==> src/hw/rtl/usri_pkg.sv <==
// Shared types and constants of the unit sphere ray intersection pipeline.
package usri_pkg;

    // Coordinate and product widths
    localparam int COORD_W   = 24;
    localparam int PROD_W    = 48;
    // Discriminant width and square root width
    localparam int Q_W       = 100;
    localparam int SQRT_BITS = 50;
    // Numerator width, divider remainder width, quotient bits
    localparam int NUM_W     = 51;
    localparam int REM_W     = 80;
    localparam int DIV_BITS  = 31;
    localparam int FRAC_W    = 16;
    localparam int T_W       = 32;
    localparam logic [T_W-1:0] T_SAT = 32'h7FFF_FFFF;

    // Hit kinds
    localparam logic KIND_SURFACE = 1'b0;
    localparam logic KIND_SHADOW  = 1'b1;

    // Ray data carried along the square root chain
    typedef struct packed {
        logic [PROD_W-1:0]        a;
        logic signed [PROD_W:0]   h;
        logic                     shadow;
        logic                     dead;
    } usri_ray_t;

    // Result control carried along the divider chain
    typedef struct packed {
        logic [1:0] cnt;
        logic       kind;
        logic       sat1;
        logic       sat2;
    } usri_hit_t;

endpackage

==> src/hw/rtl/usri_sqrt_cell.sv <==
// One bit of the restoring integer square root chain.
module usri_sqrt_cell #(
    parameter int BIT = 0
) (
    input  logic                             aclk,
    input  logic                             aresetn,
    input  logic                             en,
    input  logic                             in_valid,
    input  logic [usri_pkg::Q_W-1:0]         in_rem,
    input  logic [usri_pkg::SQRT_BITS-1:0]   in_root,
    input  usri_pkg::usri_ray_t              in_ray,
    output logic                             out_valid,
    output logic [usri_pkg::Q_W-1:0]         out_rem,
    output logic [usri_pkg::SQRT_BITS-1:0]   out_root,
    output usri_pkg::usri_ray_t              out_ray
);
    import usri_pkg::*;

    logic valid_reg;
    logic [Q_W-1:0] rem_reg, trial;
    logic [SQRT_BITS-1:0] root_reg;
    usri_ray_t ray_reg;
    logic fit;

    // Try this root bit against the remainder
    assign trial = (Q_W'(in_root) << (BIT + 1)) | (Q_W'(1) << (2 * BIT));
    assign fit   = (in_rem >= trial);

    always_ff @(posedge aclk) begin
        if (!aresetn) begin
            valid_reg <= 1'b0;
        end else if (en) begin
            valid_reg <= in_valid;
        end
    end

    // Advance remainder and root
    always_ff @(posedge aclk) begin
        if (en) begin
            rem_reg  <= fit ? (in_rem - trial) : in_rem;
            root_reg <= fit ? (in_root | (SQRT_BITS'(1) << BIT)) : in_root;
            ray_reg  <= in_ray;
        end
    end

    assign out_valid = valid_reg;
    assign out_rem   = rem_reg;
    assign out_root  = root_reg;
    assign out_ray   = ray_reg;

endmodule

==> config.mk <==
export PLATFORM = sky130hd
export DESIGN_NAME = usri_sqrt_cell
export DESIGN_NICKNAME = d
export VERILOG_FILES = /design/src/hw/rtl/usri_pkg.sv /design/src/hw/rtl/usri_sqrt_cell.sv
export SDC_FILE = /design/constraint.sdc
export NUM_CORES = 1
export LEC_CHECK = 0
export ABC_AREA = 1
export BUFFER_PORTS_ARGS = -buffer_cell sky130_fd_sc_hd__buf_4
export CAP_MARGIN = 30
export CELL_PAD_IN_SITES_DETAIL_PLACEMENT = 1
export CELL_PAD_IN_SITES_GLOBAL_PLACEMENT = 1
export CORE_ASPECT_RATIO = 1.5
export CORE_UTILIZATION = 35
export CTS_CLUSTER_DIAMETER = 60
export DETAILED_ROUTE_END_ITERATION = 8
export GPL_ROUTABILITY_DRIVEN = 1
export PLACE_DENSITY = 0.89
export SYNTH_ARGS = -nofsm -noshare
export SYNTH_HDL_FRONTEND = slang
export SYNTH_SLANG_ARGS = --single-unit
==> constraint.sdc <==
create_clock -name aclk -period 4 [get_ports aclk]
set_input_delay 0.8 -clock aclk [delete_from_list [all_inputs] [get_ports aclk]]
set_output_delay 0.8 -clock aclk [all_outputs]
set_load 0.1 [all_outputs]
Word-level counts from Yosys, hierarchy flattened

Cells that the tools add are included.

Register bits: 250
Latch bits: 0
Memory bits (writable): 0
ROM bits: 0
Input port bits: 253
Output and inout port bits: 250
Word-level logic and storage cells: 11
Memories kept: 0

$add $sub $neg: 1
Multipliers: 0
Divide/modulo/power cells: 0
$lt $le $gt $ge: 1
Equality and inequality tests: 0
Shifts and indexed selects: 0
Mux-type cells: 1
Bitwise operators: 0
Reductions and logical operators: 0

Operators by type and width:

| operator                                          | count |
|---|---|
| 100-bit by 51-bit >= comparator with 1-bit output | 1 |
| 100-bit two-way mux                               | 1 |
| 100-bit by 51-bit subtractor with 100-bit output  | 1 |

Logic depth before layout (Yosys ltp)

Depth after elaboration: 2
Depth in mapped cells: 19
Gate-level depth less buffers: 17

Worst setup path before layout

Ideal clock, no wire load.

Kind: input-to-reg
Start point: input in_root[0] in the netlist's numbering
End point: register root_reg[0] (netlist: out_root[0]), data pin
Setup time: 0.256 ns
Arrival time: 2.516 ns
Required time: 3.744 ns
Setup slack: 1.227 ns
Cell stages on the path: 16
Path buffers: 2
Path through: inv_1 fa_1 nand3_1 nand3_1 nand3_1 inv_1 nand2_1 nor2_1 nor2_1 nand2_2 nand2_2 nand2_8 inv_4 buf_8 buf_6 nand2_1

Word-level cells in the longest chain between the ends: 1

Ends and longest elaborated chain:

| what                                              | line                 | source |
|---|---|---|
| start, declared                                   | usri_sqrt_cell.sv:10 | `input logic [usri_pkg::SQRT_BITS-1:0] in_root,` |
| 100-bit by 51-bit >= comparator with 1-bit output | usri_sqrt_cell.sv:27 | `assign fit = (in_rem >= trial);` |
| end signal, assigned                              | usri_sqrt_cell.sv:41 | `root_reg <= fit ? (in_root \| (SQRT_BITS'(1) << BIT)) : in_root;` |
| end, declared                                     | usri_sqrt_cell.sv:21 | `logic [SQRT_BITS-1:0] root_reg;` |

Several ways; a longest one is shown, not always the timed one.
A chain may end at the register's enable or synchronous reset.

Worst setup path in the final report

Start point: input in_rem[1] in the netlist's numbering
End point: register rem_reg[11] (netlist: out_rem[11]), data pin

Word-level cells in the longest chain between the ends: 2
Elaborated cells on any way between the ends: 3
Those cells by class: add/sub (1); order compare (1); mux (1)

Ends and longest elaborated chain:

| what                                                                                                                         | line                                       | source |
|---|---|---|
| start, declared                                                                                                              | usri_sqrt_cell.sv:9                        | `input logic [usri_pkg::Q_W-1:0] in_rem,` |
| 100-bit by 51-bit subtractor with 100-bit output / 100-bit by 51-bit >= comparator with 1-bit output (equally long branches) | usri_sqrt_cell.sv:40, usri_sqrt_cell.sv:27 |  |
| 100-bit two-way mux (*)                                                                                                      | usri_sqrt_cell.sv:40                       | `rem_reg <= fit ? (in_rem - trial) : in_rem;` |
| end signal, assigned                                                                                                         | usri_sqrt_cell.sv:40                       |  |
| end, declared                                                                                                                | usri_sqrt_cell.sv:20                       | `logic [Q_W-1:0] rem_reg, trial;` |

Mark *: on every way between the ends. The rest lies on a longest branch, timed or not.

==> summary.md <==
| Metric | Value |
|---|---|
| Status | `completed` |
| Clock-pin slew on the worst setup and hold paths | `70 ps` |
| Fmax | `between 300 and 400 MHz` |
| Synth Net Count | `2451` |
| Share of the synthesized area in the top cell type | `0.465` |
| Syn Area/Cell | `7.49 µm²` |
| Reg2Reg Capture Point | `out_valid` |
| Total vias in the final route | `~17000` |
| Number of max-cap violations | `0` |
| Worst reg2reg path startpoint | `out_valid` |
| Layout cell share with drive strength beyond 1 | `0.238` |
| Cell area power density | `445 nW/µm²` |
| Hold-fix buffers, CTS | `0` |
| Cells on worst reg2reg path | `2` |
| Area grow syn2layout | `34.7%` |
| Synth top area cells | `edfxtp_1 47%, nand2_1 18%, inv_1 10%, nor2_1 4.9%, ha_1 4.0%` |
| Worst-Skew Late Latency | `around 560 ps` |
| H-Tree Depth | `1` |
| Clk_skew | `0 ps` |
| Setup_tns | `0 ps` |
| Crit path DAT | `between 3000 and 4000 ps` |
| Io pins | `roughly 500` |
| Vias in the first global route | `17700` |
| Post-CTS Setup Bufs | `0` |
| Congestion Overflow GR | `0` |
| # resized after CTS | `0` |
| Die height | `roughly 260 µm` |
| Wire per inst | `24.3 µm` |
| Maximum VDD drop | `about 0.00030 V` |
| Fillers | `5651` |
| CP startpoint | `in_rem[1]` |
| RePlAce Congestion | `1.02` |
| Longest Clk Path Bufs | `3` |
| Total Wirelength | `between 70000 and 80000 µm` |
| WHS | `about 400 ps` |
| # nets final | `between 2000 and 3000` |
| Overall Global Routing Usage | `0.334` |
| Rows | `95` |
| Worst Path Required | `about 4300 ps` |
| Worst Tran Pin Value | `around 730 ps` |
| Seq/Total Area, Yosys | `0.466` |
| Final hold vios | `0` |
| Top FF cell, synth | `edfxtp_1` |
| Post-synth top area cell | `edfxtp_1` |
| Period utilization | `0.774` |
| Initial Util | `0.357` |
| Worst setup path endpoint | `out_rem[11]` |
| Core area | `roughly 45000 µm²` |
| Largest net degree at the start of global routing | `93` |
| CTS buffer count | `27` |
| CTS tree | `yes` |
| Post-synthesis async set-or-reset flop share | `0` |
| Ys Warns | `0` |
| RSZ-0062 raised after global routing | `no` |
| CP startpoint kind | `input pin` |
| Die area | `46800 µm²` |
| Setup violations, final | `0` |
| Antenna violation net count after detailed routing | `0` |
| Die Width | `between 150 and 200 µm` |
| HP Class | `in -> reg` |
| Number of synthesized flops with an enable pin | `249` |
| Largest stage delay, worst path | `around 470 ps` |
| Initial antenna violation count | `3` |
| CTS Sinks | `between 200 and 300` |
| Critical path, cell by cell | `buf_4 -> fa_1 -> nand3_1 -> nand3_1 -> nand3_1 -> inv_1 -> nand2_1 -> nor2_1 -> nor2_1 -> nand2_2 -> nand2_2 -> nand2_8 -> inv_4 -> buf_12 -> o21ai_0` |
| Worst hold stages | `1` |
| Worst rel slew slack | `0.512` |
| CP dominant cell by count | `nand3_1` |
| Multi-input logic area | `about 6700 µm²` |
| Crit-path slowest cell | `fa_1` |
| Register area | `about 7500 µm²` |
| R2R setup slack | `3270 ps` |
| Netlist Area Pre-Place | `16100 µm²` |
| Synth cell types | `35` |
| Crit end category | `flop` |
| Syn Inst Count | `2146` |
| Static leakage | `10.5 nW` |
| Post-DP HPWL | `just under 70000 µm` |
| Pre-Repair DR Iteration Count | `5` |
| Final worst slack | `a little over 900 ps` |
| Setup WS pre-CTS | `around 380 ps` |
| Final slew viol count | `0` |
| Initial DRC Count | `just under 900` |
| Drc violations | `0` |
| Root Driver | `clkbuf_16` |
| Crit Path Max Fanout | `between 40 and 50` |
| Critical path class | `in -> reg` |
| IO Port Bufs | `about 500` |
| First-pass GRT wire length | `roughly 110000 µm` |
| Post-DR vias/cell | `5.06` |
| Seq cells post-synth | `250` |
| Min Clock Period, post-route | `between 3000 and 4000 ps` |
## synthesized netlist by cell type (2+ instances only)
cell / count
nand2_2: 7
a21oi_1: 38
xnor2_1: 37
o21ai_1: 19
nor2_4: 4
nand3_1: 88
and2_1: 9
xor2_1: 7
buf_2: 8
nor3_1: 23
buf_6: 6
edfxtp_1: 249
nor2_1: 212
a21boi_0: 2
inv_1: 444
a21oi_2: 25
nand2_1: 771
nand4_1: 49
o21bai_1: 3
ha_1: 51
nor2_2: 18
nand3b_1: 8
o21ai_0: 40
o21ai_2: 2
inv_2: 16
## final cells by class
class,instances,share of cell area
Timing Repair Buffer,527,0.188
Sequential cell,250,0.346
Clock buffer,32,0.0321
Tap cell,582,0.0336
Clock inverter,17,0.00982
Multi-Input combinational cell,1419,0.310
Inverter,462,0.0802
Antenna cell,1,0.000116
## routing by layer
layer  GRT usage  vias to the layer above  part of all wire
met5           0                        -                 0
met4       0.206                        0             0.070
met3      0.0417                      201             0.050
met2       0.632                      686              0.53
met1       0.340                     8010              0.35
li1            -                     7766                 -
## metrics by stage
step                utilization  total power [W]  instances  cell area, µm²
floorplan                     -          0.00582       2146           16100
global placement          0.461          0.00693       3240           20700
detailed placement        0.461          0.00700       3240           20700
CTS                       0.481          0.00967       3289           21700
global route              0.481          0.00988       3290           21700
finish                    0.481          0.00964       3290           21700
## critical path: cells and delay by family
| kind | cells | cell delay [ps] |
|---|---|---|
| AND/OR/NAND/NOR | 9 | 1190 |
| AO/OA/AOI/OAI | 1 | 170 |
| buffers and inverters | 4 | 690 |
| adder cells (fa/ha/maj) | 1 | 470 |
## kinds of logic after synthesis
kind of cell    Yosys count  share of synthesized area
simple gates           1194                      0.306
xor+xnor                 44                     0.0240
flops                   250                      0.466
fa+ha+maj                52                     0.0409
compound gates          129                     0.0472
buf+inv                 477                      0.116
## worst min-delay path by stage
stage	from	endpoint	slack (ps)
2_1_floorplan	en	out_valid	890
3_3_place_gp	out_valid	out_valid	530
3_5_place_dp	out_valid	out_valid	550
4_1_cts	in_ray[23]	out_ray[23]	390
5_1_grt	in_ray[67]	out_ray[67]	400
6_report	in_ray[97]	out_ray[97]	400
## registers in the layout, summed over array words and instances, names as in the netlist
signal and cells:
out_ray 99, out_rem 100, out_root 50, out_valid 1
## layout by cell type, fill, tap and decap left out, drive strengths merged, types with 23 or more instances in the layout
| cell type | n |
|---|---|
| inv | 465 |
| edfxtp | 249 |
| o21ai | 61 |
| xnor2 | 37 |
| buf | 527 |
| nor3 | 23 |
| ha | 51 |
| nor2 | 234 |
| a21oi | 63 |
| nand2 | 779 |
| nand4 | 49 |
| nand3 | 89 |
| clkbuf | 32 |
## report_power, final
part           switching [W]  leakage, nW  total (W)  internal, W
clock                0.00115        0.442    0.00266      0.00151
sequential          0.000132         2.45    0.00332      0.00319
combinational        0.00286         7.64    0.00365     0.000792
total                0.00414         10.5    0.00964      0.00550
No activity file was read; power rests on OpenSTA's default activity.
