$ cat src/hw/rtl/usri_pkg.sv
// Shared types and constants of the unit sphere ray intersection pipeline.
package usri_pkg;

    // Coordinate and product widths
    localparam int COORD_W   = 24;
    localparam int PROD_W    = 48;
    // Discriminant width and square root width
    localparam int Q_W       = 100;
    localparam int SQRT_BITS = 50;
    // Numerator width, divider remainder width, quotient bits
    localparam int NUM_W     = 51;
    localparam int REM_W     = 80;
    localparam int DIV_BITS  = 31;
    localparam int FRAC_W    = 16;
    localparam int T_W       = 32;
    localparam logic [T_W-1:0] T_SAT = 32'h7FFF_FFFF;

    // Hit kinds
    localparam logic KIND_SURFACE = 1'b0;
    localparam logic KIND_SHADOW  = 1'b1;

    // Ray data carried along the square root chain
    typedef struct packed {
        logic [PROD_W-1:0]        a;
        logic signed [PROD_W:0]   h;
        logic                     shadow;
        logic                     dead;
    } usri_ray_t;

    // Result control carried along the divider chain
    typedef struct packed {
        logic [1:0] cnt;
        logic       kind;
        logic       sat1;
        logic       sat2;
    } usri_hit_t;

endpackage

$ cat src/hw/rtl/usri_div_cell.sv
// One quotient bit of the two-lane restoring divider chain.
module usri_div_cell #(
    parameter int BIT = 0
) (
    input  logic                             aclk,
    input  logic                             aresetn,
    input  logic                             en,
    input  logic                             in_valid,
    input  logic [usri_pkg::PROD_W-1:0]      in_a,
    input  logic [usri_pkg::REM_W-1:0]       in_rem1,
    input  logic [usri_pkg::REM_W-1:0]       in_rem2,
    input  logic [usri_pkg::DIV_BITS-1:0]    in_q1,
    input  logic [usri_pkg::DIV_BITS-1:0]    in_q2,
    input  usri_pkg::usri_hit_t              in_hit,
    output logic                             out_valid,
    output logic [usri_pkg::PROD_W-1:0]      out_a,
    output logic [usri_pkg::REM_W-1:0]       out_rem1,
    output logic [usri_pkg::REM_W-1:0]       out_rem2,
    output logic [usri_pkg::DIV_BITS-1:0]    out_q1,
    output logic [usri_pkg::DIV_BITS-1:0]    out_q2,
    output usri_pkg::usri_hit_t              out_hit
);
    import usri_pkg::*;

    logic valid_reg;
    logic [PROD_W-1:0] a_reg;
    logic [REM_W-1:0] rem1_reg, rem2_reg, dv;
    logic [DIV_BITS-1:0] q1_reg, q2_reg;
    usri_hit_t hit_reg;
    logic fit1, fit2;

    // Shifted divisor for this quotient bit
    assign dv   = REM_W'(in_a) << BIT;
    assign fit1 = (in_rem1 >= dv);
    assign fit2 = (in_rem2 >= dv);

    always_ff @(posedge aclk) begin
        if (!aresetn) begin
            valid_reg <= 1'b0;
        end else if (en) begin
            valid_reg <= in_valid;
        end
    end

    // Subtract where the divisor fits and set the quotient bit
    always_ff @(posedge aclk) begin
        if (en) begin
            a_reg    <= in_a;
            rem1_reg <= fit1 ? (in_rem1 - dv) : in_rem1;
            rem2_reg <= fit2 ? (in_rem2 - dv) : in_rem2;
            q1_reg   <= fit1 ? (in_q1 | (DIV_BITS'(1) << BIT)) : in_q1;
            q2_reg   <= fit2 ? (in_q2 | (DIV_BITS'(1) << BIT)) : in_q2;
            hit_reg  <= in_hit;
        end
    end

    assign out_valid = valid_reg;
    assign out_a     = a_reg;
    assign out_rem1  = rem1_reg;
    assign out_rem2  = rem2_reg;
    assign out_q1    = q1_reg;
    assign out_q2    = q2_reg;
    assign out_hit   = hit_reg;

endmodule

$ cat config.mk
export PLATFORM = sky130hd
export DESIGN_NAME = usri_div_cell
export DESIGN_NICKNAME = d
export VERILOG_FILES = /design/src/hw/rtl/usri_pkg.sv /design/src/hw/rtl/usri_div_cell.sv
export SDC_FILE = /design/constraint.sdc
export NUM_CORES = 1
export LEC_CHECK = 0
export BUFFER_PORTS_ARGS = -buffer_cell sky130_fd_sc_hd__buf_2
export CORE_MARGIN = 2
export CORE_UTILIZATION = 35
export CTS_BUF_LIST = sky130_fd_sc_hd__clkbuf_8
export CTS_CLUSTER_SIZE = 8
export DETAILED_ROUTE_END_ITERATION = 12
export SETUP_SLACK_MARGIN = 0.3
export SLEW_MARGIN = 20
export SYNTH_ARGS = -nofsm -noshare
export SYNTH_HDL_FRONTEND = slang
export SYNTH_SLANG_ARGS = --single-unit
$ cat constraint.sdc
create_clock -name aclk -period 5.1 [get_ports aclk]
set_clock_uncertainty 0.2 [all_clocks]
set_input_delay 0.51 -clock aclk [delete_from_list [all_inputs] [get_ports aclk]]
set_output_delay 0.51 -clock aclk [all_outputs]
set_load 0.02 [all_outputs]
Word-level counts from Yosys, hierarchy flattened
Index checks and enable logic that the tools add are counted.

word-level totals
  register bits after elaboration = 276
  bits in latches = 0
  bits in writable memories = 0
  memory bits (read-only) = 0
  input bits = 279
  output and inout bits = 276
  word-level logic and storage cells = 18
  memories kept = 0

operators by class
  add/sub/neg operators = 2
  $mul = 0
  divide/modulo/power cells = 0
  $lt $le $gt $ge = 2
  eq/ne operators = 0
  shift operators = 0
  mux-type cells = 2
  bitwise operators = 0
  reductions and logical operators = 0

operator list
  kind                                              number
  80-bit by 48-bit >= comparator with 1-bit output  2
  80-bit 2-to-1 mux                                 2
  80-bit by 48-bit subtractor with 80-bit output    2

Depth between registers and ports, before layout
Gate-level depths: netlist of the first run.

  word-level depth = 2
  depth in mapped cells = 15
  gate-level depth less buffers = 13

Least setup slack after synthesis of the first run
Ideal clock, no wire load.

  path kind = input to register
  start = input port in_rem1[0] (netlist bit)
  end = register rem1_reg[70], in the netlist out_rem1[70], data pin
  library setup time = 279 ps
  data arrival time = 3448 ps
  path slack = 1172 ps
  cell stages on the path = 13
  path through = inv_1 -> ha_1 -> fa_1 -> nand2b_1 -> a211oi_1 -> nor2_1 -> o311ai_0 -> o21ai_0 -> a2111oi_0 -> nor2_1 -> nand2_1 -> a2111oi_0 -> xor2_1

between the ends
  word-level cells in the longest chain between the ends = 2

RTL lines
  what                                                                                                                       line                                      text
  start, declared                                                                                                            usri_div_cell.sv:10                       input logic [usri_pkg::REM_W-1:0] in_rem1,
  80-bit by 48-bit subtractor with 80-bit output / 80-bit by 48-bit >= comparator with 1-bit output (equally long branches)  usri_div_cell.sv:49, usri_div_cell.sv:34
  80-bit 2-to-1 mux *                                                                                                        usri_div_cell.sv:49                       rem1_reg <= fit1 ? (in_rem1 - dv) : in_rem1;
  end signal, assigned                                                                                                       usri_div_cell.sv:49
  end, declared                                                                                                              usri_div_cell.sv:27                       logic [REM_W-1:0] rem1_reg, rem2_reg, dv;

Mark *: on every way between the ends. The rest lies on a longest branch, timed or not.
A chain may end at the register's enable or synchronous reset.

Final worst setup path of the first run
Ends and elaborated chain as after synthesis.

==> run summary, run 1 <==
The period utilization is 90.8%. In this run, synthesis inferred 275 flip-flops with an integrated enable. The top-area cell type share of the netlist area is 49.4%. The count of final hold-check violations was 0.

The top achievable clock speed is 216 MHz. The total power per unit cell area is 296 nW/um^2. The total DRC errors in the routed layout came out at 0. The count of nets left with antenna violations once routing finished came out at 0. The half-perimeter wire length after detailed placement came out at 49.6 mm.

The class of the most critical setup path is in2reg. The slew at the pin closest to its max-slew limit came out at 1.10 ns. Setup violations remaining at the end of the flow were counted as 0. The tree built by TritonCTS fans out to ~280 sinks. For this design the total switching power over the nets is 2.34 mW.

The flow ran to the end, and the final reports show no timing, DRC or antenna violations. The initialized floorplan defines 80 standard-cell rows. The number of buffers inserted by post-CTS setup repair came out at 0.

The relative max-transition margin came out at around a quarter. The post-route minimum period is 4.63 ns. The clock-pin slew on the worst setup and hold paths is 0.06 ns. The core region is 47,400 um^2. The worst hold path class is in2reg. The worst-path cell with the longest stage delay is sky130_fd_sc_hd__a2111oi_1. The mapped cell area came out at 16,700 um^2. The number of nets produced by synthesis came out at 2,011. The quantity of I/O buffers inserted on ports came out at around 550.

Global routing finished with a remaining overflow of 0. The via count of the first global-routing pass is 16.6k. The via count normalized by instance count is 5.25. On the critical path the largest part of the delay comes from compound AO/OA/AOI/OAI gates. The final instance count without filler cells came out at 3,102. Per report_power, the sequential group accounts for 41.5% of the total.

The number of distinct standard cells referenced by the synthesized netlist came out at 75. After detailed routing, no signal wire sits above met5. Internal power comes to approximately 4.6 mW. The critical path contains buffers and inverters numbering 5 combined.

IR analysis of the VDD net gives a maximum drop of 0.198 mV. After detailed routing, the average wire length per cell comes to between 20 and 25 um. The required time of the critical path came out at 5.27 ns. The pin count of the biggest net entering global routing is 100.

The global-route wire length before repair came out at 97.4 mm. The root buffer cell chosen for the clock tree is sky130_fd_sc_hd__clkbuf_8. The number of violations reported at the end of detailed-routing iteration 0 came out at 1,202. The detailed-routing iteration count for the pre-antenna-repair pass came out at 6. The CTS buffer count came out at between 50 and 60. The total count of max-transition violations in the final report came out at 0. Compared with the post-synthesis result, the final layout area differs by 41.2%. In the final timing run, aggregate negative setup slack is 0 ns.

The routed metal-1 wirelength came out at 28.7 mm. The worst slack at placement came out at 0.200 ns. The number of maximum-capacitance constraint violations is 0.

The final RePlAce weighted congestion is 0.921. Setup repair after global routing could not meet its margin everywhere. The combinational power share came out at 27.9%.

The wire length after detailed routing is approximately 65 mm. The starting utilization of the core area is 35.2%. The multi-input gate area in the final layout came out at 7890 um^2.

After filler insertion, the fill cell instance count of the layout stands at roughly 4.4k. Sequential cells were found to cover 49.5% of the synthesized design area. Yosys instantiated no cell more often than sky130_fd_sc_hd__edfxtp_1. Global routing used between 20% and 30% of the available tracks across all layers. The area taken by flip-flops and latches is approximately 8300 um^2.

For this design the top-level I/O count stands at 555. The total of warnings raised by yosys came out at 0. Counting every instance in the synthesized netlist gives 1,634. The largest fanout on the critical path came out at 5. From bottom edge to top edge, the die measures around 220 um. The relative contribution of the clock network to total power came out at ~30%. The count of vias placed by the detailed router came out at 16.3k. In the synthesized netlist, the cells that appear most often are sky130_fd_sc_hd__edfxtp_1 (275), sky130_fd_sc_hd__nand2_1 (163), sky130_fd_sc_hd__a21oi_1 (154). The full die area is 49,500 um^2. The critical path startpoint category is an input pin. The met2 routed wirelength is 30.0 mm. The count of H-tree levels built during CTS is 2. The clock network latency to the later pin of the worst-skew pair came out at 0.63 ns.

The signal on the critical path passes through dlygate4sd3_1 > buf_2 > inv_1 > ha_1 > fa_1 > nand2b_1 > a211oi_1 > nor2_1 > o311ai_0 > buf_4 > o21ai_0 > a2111oi_1 > buf_4 > nor2_1 > nand2_1 > a2111oi_0 > xor2_1. STA classifies the critical path endpoint as a register. The total placed cells including tap cells came out at between 2k and 3k. For this design the static power due to leakage is 9.96 nW. The final setup slack of the worst path came out at between 0.4 and 0.5 ns. Counting along the longest clock path gives a buffer depth of 3. The synthesized flop and latch total came out at roughly 280. In the synthesized netlist the dominant register cell turns out to be sky130_fd_sc_hd__edfxtp_1. The share of cells above drive strength 1 is 27.2%.

The critical path data arrival time is 4.80 ns. The share of synthesized registers carrying an async set or reset came out at 0%. The total met3 wirelength after detailed routing came out at ~4.3 mm.

sky130_fd_sc_hd__edfxtp_1 takes more of the synthesized area than any other cell. The final layout contains 2,816 nets. TritonCTS built the clock tree. Net switching is 33.5% of the power. In this design, the stage delay of the slowest critical-path cell is 0.68 ns. From left edge to right edge, the die measures 223 um. The initial antenna violation count came out at 6. In the post-synthesis netlist, the biggest area contributors are sky130_fd_sc_hd__edfxtp_1 (49%), sky130_fd_sc_hd__ha_1 (7.2%), sky130_fd_sc_hd__a21oi_1 (4.6%). The synthesized area per cell is a little over 10 um^2.
path summary, 6_finish.rpt:
kind,start,to,depth (start not counted),slack (ns)
worst max register to register,out_valid,out_valid,3,3.74
worst max-delay path,in_rem1[0],out_rem1[70],17,0.47
worst min-delay path,in_rem2[1],out_rem2[1],3,0.06
worst min register to register,out_valid,out_valid,3,0.88
per-stage QoR:
step	hold WS (ns)	instance area, um^2	util [%]	power (mW)
6_report	0.0559	23600	49.7	6.99
5_1_grt	0.0263	23600	49.7	7.32
4_1_cts	0.00330	23600	49.7	7.04
3_5_place_dp	0.320	20200	42.6	4.72
3_3_place_gp	0.291	20200	42.6	4.71
2_1_floorplan	0.389	16700	-	3.97
sequential cells by signal, indices dropped and copies added (netlist names):
name and count:
out_valid 1, out_rem2 80, out_rem1 80, out_q2 31
out_q1 31, out_a 48, out_hit 5
placed cells by master (no fill, tap or decap), types with 28 or more instances in the layout:
cell type                       synthesis  routed
sky130_fd_sc_hd__a21o_1                38      38
sky130_fd_sc_hd__a21oi_1              154     154
sky130_fd_sc_hd__buf_2                  5     553
sky130_fd_sc_hd__clkbuf_8               0      54
sky130_fd_sc_hd__dlygate4sd3_1          0     235
sky130_fd_sc_hd__edfxtp_1             275     275
sky130_fd_sc_hd__ha_1                  96      96
sky130_fd_sc_hd__inv_1                 80      99
sky130_fd_sc_hd__nand2_1              163     163
sky130_fd_sc_hd__nand3_1               28      28
sky130_fd_sc_hd__nand4_1               36      36
sky130_fd_sc_hd__nor2_1               131     131
sky130_fd_sc_hd__nor3_1                35      34
sky130_fd_sc_hd__o21ai_0              110     110
sky130_fd_sc_hd__or3_1                 31      31
sky130_fd_sc_hd__xnor2_1               76      76
sky130_fd_sc_hd__xor2_1                78      78
layer usage:
metal,track usage [%],vias up
met5,0,-
met4,8.68,2
met3,4.68,117
met2,41.5,689
met1,34.2,7783
li1,-,7684
power groups by stage:
stage	Combinational, mW	Clock (mW)	Sequential (mW)
after global routing	2.09	2.30	2.92
after global placement	1.77	0	2.94
after detailed placement	1.77	0	2.94
after floorplan	0.720	0	3.25
final	1.95	2.14	2.90
after CTS	1.93	2.20	2.90
kinds of logic after synthesis:
family | count (synthesis) | synth area share, %
compound gates | 427 | 15.6
flops | 276 | 49.5
simple gates | 532 | 15.6
xor+xnor | 154 | 8.07
mux | 5 | 0.322
buf+inv | 142 | 3.48
fa+ha+maj | 98 | 7.42
cell type report:
| type | instances | share of cell area [%] |
|---|---|---|
| diodes | 6 | 0.0636 |
| clock inverters | 42 | 1.09 |
| inverters | 80 | 1.27 |
| well taps | 615 | 3.26 |
| repair buffers | 813 | 22.7 |
| flip-flops and latches | 276 | 35.1 |
| clock buffers | 54 | 3.15 |
| multi-input cells | 1216 | 33.4 |
what timing repair did:
action,CTS,global route
endpoints found under the setup margin,0,9
gates resized for setup,0,3
hold endpoints to repair,234,0
hold buffers,235,0
worst register-to-register path: cells and delay by family (launching register included):
kind / cells / cell delay (ns)
buf+inv: 1 / 0.55
flops: 1 / 0.31
mux: 1 / 0.13
simple gates: 1 / 0.06
(Power assumes the default switching activity.)
==> run 2, diff against run 1 <==
PLACE_DENSITY = 0.59   (was not set)
==> run 2 against run 1 <==
Net effect: cell count is 0.64% lower; global-route usage is 0.61 points lower; sequential share of layout area is 0.27 points higher; fmax is 0.25% lower; setup slack worse by 0.012 ns; routed wire length is 2.1% lower; sequential power hardly changed; via count is 0.63% lower; critical endpoint unchanged; largest cell class unchanged.
==> run summary, run 2 (synthesis results as in run 1) <==
The via count normalized by instance count came out at roughly 5.2. The total DRC errors in the routed layout is 0. Headroom to the max-slew limit came out at about 38%. The number of cells on the worst reg-to-reg path is 3.

Entering global routing, the biggest net connects just under 100 pins. Relative to the synthesized area, the layout overhead comes to 40.1%. Hold timing on the final database bottoms out at a slack of 0.0526 ns. The via count of the first global-routing pass is 16.3k. The worst slack at placement is about 0.23 ns. The top achievable clock speed is 215 MHz. Setup repair after global routing left no endpoint under its margin. The count of H-tree levels built during CTS came out at 2.

For this block, the via count after detailed routing is 16.2k. The final layout net count came out at between 2k and 3k. The CTS buffer count is 50. The share of cells above drive strength 1 is 27.4%.

The setup violation total in the final timing report is 0. Counting the fill cells in the layout gives 4,441. The clock-pin slew on the worst setup and hold paths came out at approximately 0.060 ns. The critical path in this run is classified as in2reg.

The clock network latency to the later pin of the worst-skew pair came out at about 0.61 ns. The maximum ir drop on the vdd rail came out at 0.198 mV. The core region is between 40,000 and 50,000 um^2.

Tracing the worst setup path back leads to its startpoint at in_rem1[0]. After global routing the overflow that remains totals 0. Clock tree synthesis selected as its root buffer the cell sky130_fd_sc_hd__clkbuf_8. Overall power consumption after layout is estimated at 6.92 mW.

The flow ran to the end, and the final reports show no timing, DRC or antenna violations. The worst hold path endpoint is out_rem2[14]. The routed length per placed instance is 20.7 um. The largest fanout on the critical path is 5.

The die covers between 40,000 and 50,000 um^2. The startpoint identified for the worst register-to-register timing path is out_valid. Global routing consumed, over all layers together, 24.9% of the routing resources. STA classifies the critical path endpoint as a register. The number of maximum-capacitance constraint violations is 0. The setup TNS came out at 0 ns. In the layout the commonest cells are sky130_fd_sc_hd__buf_2 (553), sky130_fd_sc_hd__edfxtp_1 (275), sky130_fd_sc_hd__dlygate4sd3_1 (218).

The number of nets still failing antenna checks after routing is 0. The multi-input gate area in the final layout is slightly below 8000 um^2. In this run the most critical hold path is launched from in_rem2[14]. The period utilization came out at 91.1%. The endpoint of the worst register-to-register path is out_valid. The final setup slack of the worst path came out at 0.456 ns. The die outline height came out at 223 um. The total count of max-transition violations in the final report came out at 0.

The initial antenna violation count came to 6. For the worst setup path, the data required time is 5.24 ns. The clock passes through at most 3 buffers.

The total placed cells including tap cells is 2,769. In this run the core area contains 80 standard-cell rows. Once the clock tree was built, the setup fixing pass inserted 0 buffers. The I/O pin total came out at 555. The total power per unit cell area came out at 295 nW/um^2. The tree built by TritonCTS fans out to 276 sinks. The final RePlAce weighted congestion is approximately 0.93. The area taken by flip-flops and latches came out at 8280 um^2. Summed over all cells, the static leakage comes to 9.88 nW.

The quantity of I/O buffers inserted on ports is 554. The critical path data arrival time is 4.78 ns. Leaving out filler cells and counting taps, the final layout contains 3,082. The number of cells traversed by the worst hold path came out at 3. The worst hold path class is in2reg.

Summed over all nets, the half-perimeter wirelength after detailed placement is 49.6 mm. The overall die width is 223 um. The slew at the pin closest to its max-slew limit is 0.927 ns.

The detailed-routing iteration count for the pre-antenna-repair pass is 5. TritonCTS built the clock tree. The critical path startpoint category is an input pin. The wire length after detailed routing is 63.7 mm.

The number of violations reported at the end of detailed-routing iteration 0 is 1,283. The count of final hold-check violations is 0. Leaving out fill and tap cells, the most frequent cell in the layout is sky130_fd_sc_hd__buf_2. The post-route minimum period is around 4.6 ns. The starting utilization of the core area is 35.2%. The global-route wire length before repair is 94.8 mm. The register-to-register setup slack is 3.75 ns.
## run 2: cell types whose count changed in the layout (fill, tap and decap cells not counted), sizes merged, moves of 2 or more
cell	previous run	this run
buf	578	582
clkbuf	54	51
clkinv	19	17
diode	6	3
dlygate4sd3	235	218
## run 2: worst max path at each step
| stage | endpoint |
|---|---|
| floorplan | out_rem1[70] |
| global placement | out_rem1[66] |
| detailed placement | out_rem1[70] |
| CTS | out_rem1[70] |
| global route | out_rem1[77] |
| finish | out_rem1[70] |
## run 2: power breakdown
group / internal (mW) / total (mW) / leakage (nW) / switching (mW)
combinational: 0.734 / 1.94 / 6.62 / 1.20
sequential: 2.81 / 2.89 / 2.70 / 0.0790
clock: 1.09 / 2.09 / 0.558 / 1.00
## run 2: through the flow
step / area [um^2] / utilization [%]
final: 23400 / 49.4
after global routing: 23400 / 49.4
after CTS: 23400 / 49.3
after detailed placement: 20300 / 42.7
after global placement: 20300 / 42.7
after floorplan: 16700 / -
## run 2: repair_timing
action,CTS,global route
hold endpoints to repair,217,0
resized for setup,0,4
endpoints found under the setup margin,0,16
hold buffers,218,0
## run 2: worst max-delay path, cell delays in order
cell                            delay [ns]
sky130_fd_sc_hd__dlygate4sd3_1        0.56
sky130_fd_sc_hd__buf_2                0.13
sky130_fd_sc_hd__inv_1                0.04
sky130_fd_sc_hd__ha_1                 0.20
sky130_fd_sc_hd__fa_1                 0.40
sky130_fd_sc_hd__nand2b_1             0.19
sky130_fd_sc_hd__a211oi_1             0.40
sky130_fd_sc_hd__nor2_1               0.20
sky130_fd_sc_hd__o311ai_0             0.41
sky130_fd_sc_hd__buf_4                0.21
sky130_fd_sc_hd__o21ai_0              0.24
sky130_fd_sc_hd__a2111oi_2            0.51
sky130_fd_sc_hd__buf_4                0.19
sky130_fd_sc_hd__nor2_1               0.04
sky130_fd_sc_hd__nand2_1              0.20
sky130_fd_sc_hd__a2111oi_0            0.15
sky130_fd_sc_hd__xor2_1               0.17
## run 2: layout make-up
type | count | share of cell area, %
repair buffers | 800 | 22.3
multi-input cells | 1216 | 33.7
flip-flops and latches | 276 | 35.3
well taps | 615 | 3.29
inverters | 80 | 1.28
diodes | 3 | 0.0320
clock buffers | 51 | 3.00
clock inverters | 41 | 1.10
## run 2: per-layer routing
metal / vias up / share of wire (%) / GRT usage [%]
met3: 133 / 7.7 / 5.09
met1: 7652 / 42 / 32.4
met5: - / 0.060 / 0
met2: 743 / 46 / 40.9
li1: 7639 / - / -
met4: 6 / 3.4 / 9.03
